<file path="src/design/mpa_pkg.sv">
package mpa_pkg;

    // one g in Q4.12
    localparam logic [15:0] ONE_G = 16'd4096;
    localparam logic [15:0] ELAPSED_MAX = 16'hFFFF;

    // event codes
    localparam logic [2:0] EV_NONE    = 3'd0;
    localparam logic [2:0] EV_START   = 3'd1;
    localparam logic [2:0] EV_STOP    = 3'd2;
    localparam logic [2:0] EV_NEAR    = 3'd3;
    localparam logic [2:0] EV_FAR     = 3'd4;
    localparam logic [2:0] EV_TIMEOUT = 3'd5;

    // mode codes
    localparam logic [1:0] MODE_IDLE      = 2'd0;
    localparam logic [1:0] MODE_DETECTING = 2'd1;
    localparam logic [1:0] MODE_TRACKING  = 2'd2;
    localparam logic [1:0] MODE_ALERT     = 2'd3;

    // register indexes
    localparam logic [2:0] CFG_MOTION_DELTA   = 3'd0;
    localparam logic [2:0] CFG_MOTION_LEVEL   = 3'd1;
    localparam logic [2:0] CFG_REST_TOLERANCE = 3'd2;
    localparam logic [2:0] CFG_NEAR_LIMIT     = 3'd3;
    localparam logic [2:0] CFG_FAR_LIMIT      = 3'd4;
    localparam logic [2:0] CFG_TIMEOUT_TICKS  = 3'd5;
    localparam logic [2:0] CFG_NEXT_STATE_TBL = 3'd6;

    localparam int CFG_DATA_W = 48;
    localparam int TBL_ENTRIES = 24;

    // register reset values
    localparam logic [15:0] RST_MOTION_DELTA   = 16'd1229;
    localparam logic [15:0] RST_MOTION_LEVEL   = 16'd4915;
    localparam logic [15:0] RST_REST_TOLERANCE = 16'd410;
    localparam logic [14:0] RST_NEAR_LIMIT     = 15'd800;
    localparam logic [14:0] RST_FAR_LIMIT      = 15'd1600;
    localparam logic [15:0] RST_TIMEOUT_TICKS  = 16'd10000;
    localparam logic [47:0] RST_NEXT_STATE_TBL = 48'd192370680811524;

    typedef struct packed {
        logic               action;
        logic signed [15:0] distance;
        logic [15:0]        magnitude;
    } t_in_word;

    typedef struct packed {
        logic [1:0] mode;
        logic [2:0] event_res;
        logic       changed;
    } t_out_word;

    typedef struct packed {
        logic [15:0]                     motion_delta;
        logic [15:0]                     motion_level;
        logic [15:0]                     rest_tolerance;
        logic [14:0]                     near_limit;
        logic [14:0]                     far_limit;
        logic [15:0]                     timeout_ticks;
        logic [TBL_ENTRIES-1:0][1:0]     next_state_table;
    } t_cfg;

    // next state of the machine for one word
    typedef struct packed {
        logic [1:0]  mode;
        logic [15:0] elapsed;
        logic [15:0] last_magnitude;
        logic [2:0]  event_res;
        logic        changed;
    } t_eval;

endpackage

</file>
<file path="src/design/mpa_cfg_regs.sv">
module mpa_cfg_regs (
    input  logic                  i_clk,
    input  logic                  i_rst_n,
    input  logic                  i_cfg_we,
    input  logic [2:0]            i_cfg_idx,
    input  logic [47:0]           i_cfg_data,
    output mpa_pkg::t_cfg         o_cfg
);
    import mpa_pkg::*;

    t_cfg r_cfg;
    t_cfg n_cfg;

    // register write decode; unknown indexes are dropped
    always_comb begin
        n_cfg = r_cfg;
        if (i_cfg_we) begin
            case (i_cfg_idx)
                CFG_MOTION_DELTA:   n_cfg.motion_delta   = i_cfg_data[15:0];
                CFG_MOTION_LEVEL:   n_cfg.motion_level   = i_cfg_data[15:0];
                CFG_REST_TOLERANCE: n_cfg.rest_tolerance = i_cfg_data[15:0];
                CFG_NEAR_LIMIT:     n_cfg.near_limit     = i_cfg_data[14:0];
                CFG_FAR_LIMIT:      n_cfg.far_limit      = i_cfg_data[14:0];
                CFG_TIMEOUT_TICKS:  n_cfg.timeout_ticks  = i_cfg_data[15:0];
                CFG_NEXT_STATE_TBL: n_cfg.next_state_table = i_cfg_data[CFG_DATA_W-1:0];
                default: begin
                end
            endcase
        end
    end

    always_ff @(posedge i_clk) begin
        if (!i_rst_n) begin
            r_cfg.motion_delta     <= RST_MOTION_DELTA;
            r_cfg.motion_level     <= RST_MOTION_LEVEL;
            r_cfg.rest_tolerance   <= RST_REST_TOLERANCE;
            r_cfg.near_limit       <= RST_NEAR_LIMIT;
            r_cfg.far_limit        <= RST_FAR_LIMIT;
            r_cfg.timeout_ticks    <= RST_TIMEOUT_TICKS;
            r_cfg.next_state_table <= RST_NEXT_STATE_TBL;
        end else begin
            r_cfg <= n_cfg;
        end
    end

    assign o_cfg = r_cfg;

endmodule

</file>
<file path="src/design/mpa_eval.sv">
module mpa_eval (
    input  mpa_pkg::t_cfg     i_cfg,
    input  mpa_pkg::t_in_word i_word,
    input  logic [1:0]        i_mode,
    input  logic [15:0]       i_elapsed,
    input  logic [15:0]       i_last_mag,
    output mpa_pkg::t_eval    o_eval
);
    import mpa_pkg::*;

    logic [15:0] mag_diff;
    logic [15:0] rest_diff;
    logic        dist_pos;
    logic        ev_start;
    logic        ev_stop;
    logic        ev_near;
    logic        ev_far;
    logic        ev_timeout;
    logic [2:0]  ev;
    logic [4:0]  entry;
    logic [1:0]  tbl_mode;
    logic        mode_chg;

    // magnitude distances
    assign mag_diff  = (i_word.magnitude > i_last_mag) ? (i_word.magnitude - i_last_mag)
                                                       : (i_last_mag - i_word.magnitude);
    assign rest_diff = (i_word.magnitude > ONE_G) ? (i_word.magnitude - ONE_G)
                                                  : (ONE_G - i_word.magnitude);

    // event conditions; a negative distance is never near or far
    assign dist_pos   = !i_word.distance[15];
    assign ev_start   = (mag_diff > i_cfg.motion_delta) && (i_word.magnitude > i_cfg.motion_level);
    assign ev_stop    = (rest_diff < i_cfg.rest_tolerance) && (i_last_mag > i_cfg.motion_level);
    assign ev_near    = dist_pos && (i_word.distance[14:0] != 15'd0)
                        && (i_word.distance[14:0] < i_cfg.near_limit);
    assign ev_far     = dist_pos && (i_word.distance[14:0] > i_cfg.far_limit);
    assign ev_timeout = i_elapsed > i_cfg.timeout_ticks;

    // fixed priority
    always_comb begin
        if (ev_start)        ev = EV_START;
        else if (ev_stop)    ev = EV_STOP;
        else if (ev_near)    ev = EV_NEAR;
        else if (ev_far)     ev = EV_FAR;
        else if (ev_timeout) ev = EV_TIMEOUT;
        else                 ev = EV_NONE;
    end

    // table entry mode*6+event
    assign entry    = {1'b0, i_mode, 2'b00} + {2'b00, i_mode, 1'b0} + {2'b00, ev};
    assign tbl_mode = i_cfg.next_state_table[entry];
    assign mode_chg = (ev != EV_NONE) && (tbl_mode != i_mode);

    // next state for a tick or a sample
    always_comb begin
        o_eval.mode           = i_mode;
        o_eval.elapsed        = i_elapsed;
        o_eval.last_magnitude = i_last_mag;
        o_eval.event_res      = ev;
        o_eval.changed        = 1'b0;
        if (!i_word.action) begin
            if (i_elapsed != ELAPSED_MAX) begin
                o_eval.elapsed = i_elapsed + 16'd1;
            end
        end else begin
            o_eval.last_magnitude = i_word.magnitude;
            if (mode_chg) begin
                o_eval.mode    = tbl_mode;
                o_eval.elapsed = 16'd0;
                o_eval.changed = 1'b1;
            end
        end
    end

endmodule

</file>
<file path="src/design/motion_proximity_alert_fsm.sv">
// Motion and proximity alert state machine. Each input word is either a tick
// (action 0), which advances the saturating elapsed-in-mode counter and gives
// no output word, or a sensor sample (action 1), which is classified into one
// event and may move the mode through the 4x6 next-state table; each sample
// gives exactly one output word with the mode after it, the event and a
// changed flag. A word is taken every cycle unless a sample waits on a stalled
// output: it is registered at the input, evaluated combinationally against the
// mode, elapsed and last-magnitude registers, and its result lands in the output
// register together with the state update, so the sustained rate is one word per
// cycle while the output does not stall. Registers may be rewritten only while idle.
module motion_proximity_alert_fsm (
    input  logic               i_clk,
    input  logic               i_rst_n,
    input  logic               i_in_valid,
    output logic               o_in_stall,
    input  mpa_pkg::t_in_word  i_in_word,
    output logic               o_out_valid,
    input  logic               i_out_stall,
    output mpa_pkg::t_out_word o_out_word,
    input  logic               i_cfg_we,
    input  logic [2:0]         i_cfg_idx,
    input  logic [47:0]        i_cfg_data
);
    import mpa_pkg::*;

    t_cfg      cfg;
    t_eval     eval;
    t_in_word  r_in;
    logic      r_in_valid;
    t_out_word r_out;
    logic      r_out_valid;
    logic [1:0]  r_mode;
    logic [15:0] r_elapsed;
    logic [15:0] r_last_mag;
    logic      out_free;
    logic      adv;
    logic      in_acc;

    mpa_cfg_regs u_cfg (
        .i_clk      (i_clk),
        .i_rst_n    (i_rst_n),
        .i_cfg_we   (i_cfg_we),
        .i_cfg_idx  (i_cfg_idx),
        .i_cfg_data (i_cfg_data),
        .o_cfg      (cfg)
    );

    mpa_eval u_eval (
        .i_cfg      (cfg),
        .i_word     (r_in),
        .i_mode     (r_mode),
        .i_elapsed  (r_elapsed),
        .i_last_mag (r_last_mag),
        .o_eval     (eval)
    );

    // flow control: ticks never wait on the output side
    assign out_free   = !r_out_valid || !i_out_stall;
    assign adv        = r_in_valid && (!r_in.action || out_free);
    assign o_in_stall = r_in_valid && !adv;
    assign in_acc     = i_in_valid && !o_in_stall;

    // input register
    always_ff @(posedge i_clk) begin
        if (!i_rst_n) begin
            r_in_valid <= 1'b0;
        end else if (in_acc) begin
            r_in_valid <= 1'b1;
        end else if (adv) begin
            r_in_valid <= 1'b0;
        end
    end

    always_ff @(posedge i_clk) begin
        if (in_acc) begin
            r_in <= i_in_word;
        end
    end

    // machine state
    always_ff @(posedge i_clk) begin
        if (!i_rst_n) begin
            r_mode     <= MODE_IDLE;
            r_elapsed  <= 16'd0;
            r_last_mag <= ONE_G;
        end else if (adv) begin
            r_mode     <= eval.mode;
            r_elapsed  <= eval.elapsed;
            r_last_mag <= eval.last_magnitude;
        end
    end

    // output register
    always_ff @(posedge i_clk) begin
        if (!i_rst_n) begin
            r_out_valid <= 1'b0;
        end else if (adv && r_in.action) begin
            r_out_valid <= 1'b1;
        end else if (!i_out_stall) begin
            r_out_valid <= 1'b0;
        end
    end

    always_ff @(posedge i_clk) begin
        if (adv && r_in.action) begin
            r_out.mode      <= eval.mode;
            r_out.event_res <= eval.event_res;
            r_out.changed   <= eval.changed;
        end
    end

    assign o_out_valid = r_out_valid;
    assign o_out_word  = r_out;

    // a tick below saturation bumps elapsed by one
    a_tick_count: assert property (@(posedge i_clk) disable iff (!i_rst_n)
        (adv && !r_in.action && r_elapsed != ELAPSED_MAX)
            |=> r_elapsed == $past(r_elapsed) + 16'd1)
        else $error("elapsed did not advance on tick");

    // mode moves only on a sample
    a_mode_hold: assert property (@(posedge i_clk) disable iff (!i_rst_n)
        !(adv && r_in.action) |=> $stable(r_mode))
        else $error("mode changed without a sample");

    // the reported mode is the mode the machine now holds
    a_out_mode: assert property (@(posedge i_clk) disable iff (!i_rst_n)
        (adv && r_in.action) |=> (r_out_valid && r_out.mode == r_mode))
        else $error("output mode disagrees with state");

    // a change always comes with an event and clears elapsed
    a_chg_event: assert property (@(posedge i_clk) disable iff (!i_rst_n)
        (adv && r_in.action && eval.changed)
            |=> (r_out.event_res != EV_NONE && r_elapsed == 16'd0))
        else $error("mode change without event or elapsed clear");

    // a waiting word is not dropped
    a_out_keep: assert property (@(posedge i_clk) disable iff (!i_rst_n)
        (r_out_valid && i_out_stall) |=> r_out_valid)
        else $error("stalled output word lost");

endmodule
</file>
<file path="config.mk">
export PLATFORM = sky130hd
export DESIGN_NAME = motion_proximity_alert_fsm
export DESIGN_NICKNAME = d
export VERILOG_FILES = /design/src/design/mpa_pkg.sv /design/src/design/mpa_cfg_regs.sv /design/src/design/mpa_eval.sv /design/src/design/motion_proximity_alert_fsm.sv
export SDC_FILE = /design/constraint.sdc
export NUM_CORES = 1
export LEC_CHECK = 0
export BUFFER_PORTS_ARGS = -buffer_cell sky130_fd_sc_hd__buf_2
export CAP_MARGIN = 10
export CORE_MARGIN = 3
export CORE_UTILIZATION = 56
export CTS_CLUSTER_SIZE = 24
export DETAILED_ROUTE_END_ITERATION = 16
export PLACE_DENSITY = 0.76
export SETUP_SLACK_MARGIN = 0.05
export SKIP_CTS_REPAIR_TIMING = 1
export SYNTH_ARGS = -nofsm -noshare
export SYNTH_HDL_FRONTEND = slang
export SYNTH_HIERARCHICAL = 1
export SYNTH_SLANG_ARGS = --single-unit
</file>
<file path="constraint.sdc">
create_clock -name i_clk -period 7.2 [get_ports i_clk]
set_clock_uncertainty 0.2 [all_clocks]
set_input_delay 1.08 -clock i_clk [delete_from_list [all_inputs] [get_ports i_clk]]
set_output_delay 1.08 -clock i_clk [all_outputs]
set_load 0.01 [all_outputs]
</file>
==> impl_metrics.yaml <==
placement:
  dpl.hpwl_um: 27500
  placed_cells: 1996
  io_buffers: 96
  gp_congestion: 0.996
  dp_slack_ns: -0.644
global_route:
  antenna_found_initial: 1
  grt.met1_usage_pct: 33.0
  grt-ovfl-total: 0
  grt_pass1_vias: 11500
  grt.met2_usage_pct: 48.6
  grt.busiest_layer: "met2"
  use_met3_pct: 4.59
  grt_util_all_layers_pct: 27.2
  grt_max_degree: 154
  grt_pass1_wl_um: 58200
yosys:
  synthFlopType: "dfxtp_1"
  syn_inst: 1543
  syn_area_per_cell_sq_um: 9.05
  ys_seq_elements: 217
  syn-num-nets: 1782
  yosys_warnings: 6
  synth_seq_area_share_pct: 33.9
  syn_area_sq_um: 14000
  synth-edff-count: 39
  async_flop_share_pct: 0
  synth_cell_types: 76
setup_path:
  cp.arrival_ns: 7.98
  max_stage_delay_ns: 0.51
  cp_num_buf_inv: 8
  startpoint_type: "flop"
  cp_max_fo: 9
  critPathKind: "flop to flop"
  crit_family: "compound AO/OA/AOI/OAI gates"
  crit_slowest_cell: "fa_1"
  crit_required_ns: 7.39
  worstSetupEndpointType: "flop"
sta:
  finalMaxSlewViolations: 0
  min_period_ns: 7.79
  post-route-period-util_pct: 108
  setup_ws_ns: -0.595
  rsz0062_at_grt: "yes"
  whs_ns: 0.259
  slew_headroom_pct: 19.7
  max_slew.worst_pin.slew_ns: 1.19
  setup_viol: 17
  timing.final.hold_violations: 0
  max_freq_ghz: 0.128
floorplanning:
  die_width_um: 164
  core_sq_um: 24400
  rows: 57
  fp.dieArea_sq_um: 26900
  io_pins: 97
  start_util_pct: 57.2
  fp.dieH_um: 164
routing:
  ant_nets: 0
  vias: 11600
  drt-vias-per-instance: 5.64
  dr.pass1.iters: 7
  drtIter0Drc: 787
  wl_per_cell_um: 18.3
  wl_um: 37500
  drc: 0
clocking:
  clock_sinks: 217
  htree_levels: 1
  clk_latency_ns: 0.54
  clk_path_buf_depth: 3
  clkTransAtPathRegs_ns: 0.06
  cts_tree: "yes"
  cts-root-buf: "clkbuf_16"
  numCtsBuffers: 25
run_status:
  violations: "setup timing"
  status: "finished, violations left"
power:
  finalPower_mw: 3.24
  power.leakage_nw: 7.48
  p_per_area_nw_per_um2: 197
  ir_drop_v: 0.000190
cells_and_area:
  drive_gt1_share_pct: 19.0
  num-fill-cells: 1982
  stdcell_count: 2054
  mostFrequentLayoutCells: "250 x nand2_1, 196 x mux2i_1, 178 x dfxtp_1"
  layout_commonest_cell: "nand2_1"
  nNetsFinal: 1949
  fin_util_pct: 67.5
  syn_to_final_growth_pct: 17.9
flow_run:
  max_cap_violations: 0
min_path:
  holdCritPathClass: "flop to flop"
kinds of logic (layout without fill, tap and decap cells):
family                     Yosys count  after routing  synth area share [%]
AOI/OAI and AO/OA                  221            221                  10.1
xor gates and xnor gates            29             29                  1.87
adders and majority gates          150            150                  13.7
buffers and inverters              217            403                  6.88
DFF                                217            217                  33.9
muxes                              212            212                  16.1
other                                0              1                     0
and+or+nand+nor                    497            497                  17.5
path summary, 6_finish.rpt:
check                                      from         endpoint  slack, ns  cells after the start
worst max register to register          r_in[0]     r_elapsed[6]      -0.59                     40
worst min-delay path            u_cfg/o_cfg[22]  u_cfg/o_cfg[22]       0.26                      2
worst max-delay path                    r_in[0]     r_elapsed[6]      -0.59                     40
worst min register to register  u_cfg/o_cfg[22]  u_cfg/o_cfg[22]       0.26                      2
report_power, final:
part           switching, mW  internal, mW  leakage [nW]
logic                  0.357         0.322          5.26
clock network          0.530         0.731         0.400
registers             0.0263          1.27          1.82
synth_stat cells (4+ instances only):
library cell  number  share of area [%]
a41oi_1            4               0.25
o21ai_0           53                1.9
nor2b_1           86                3.9
or2_2              9               0.40
mux4_2            10                1.6
a21oi_1           66                2.4
o31ai_1            5               0.27
and2_1             4               0.18
a31oi_1            8               0.36
nor3_1             4               0.14
nor4_1            10               0.45
nand2_1          250                6.7
ha_1             146                 13
and4_1             5               0.31
clkbuf_1          44                1.2
edfxtp_1          39                8.4
fa_1               4               0.57
nand2b_1           5               0.22
a211oi_1           5               0.27
and3_1             5               0.22
a21o_1            34                1.8
nor2_1            45                1.2
mux2_2             5               0.40
mux2i_1          197                 14
nand3_1           26               0.93
o211ai_1           7               0.38
dfxtp_1          178                 26
xnor2_1           24                1.5
inv_1            139                3.7
buf_2             18               0.65
a221oi_1           4               0.25
nand4_1           24                1.1
o21bai_1           7               0.38
xor2_1             4               0.25
buf_6              8               0.65
metrics by stage:
stage	cell area, sq um	setup TNS [ns]
5_1_grt	16500	-13.22
3_5_place_dp	15400	-9.98
6_report	16500	-8.36
2_1_floorplan	14100	0
4_1_cts	16200	-11.00
3_3_place_gp	15400	-3.69
state kept, by name, indices dropped and copies added (netlist names):
name / count
u_cfg/o_cfg: 142
r_in: 33
r_elapsed: 16
r_last_mag: 16
o_out_word: 6
r_mode: 2
o_out_valid: 1
r_in_valid: 1
worst reg2reg max path: cells and delay by family (launching register included):
kind	cells	cell delay [ns]
buffers and inverters	8	0.93
AND/OR/NAND/NOR	6	0.84
XOR/XNOR	2	0.32
AO/OA/AOI/OAI	16	2.61
flip-flops	1	0.39
multiplexers	2	0.60
adder cells (fa/ha/maj)	6	1.75
layout make-up:
cell class,count,area (sq um),share of cell area (%)
sequential,217,4730,28.8
tap,324,405,2.46
clock inverter,14,124,0.753
multi-input combinational,1109,8500,51.6
timing repair buffer,218,1470,8.92
antenna,1,2.50,0.0152
clock buffer,32,702,4.26
inverter,139,522,3.17
layer usage:
metal	part of all wire [%]	vias up
met5	0	-
met4	4.2	0
met3	4.9	93
met2	49	302
met1	42	5529
li1	-	5655
(Power assumes the default switching activity.)
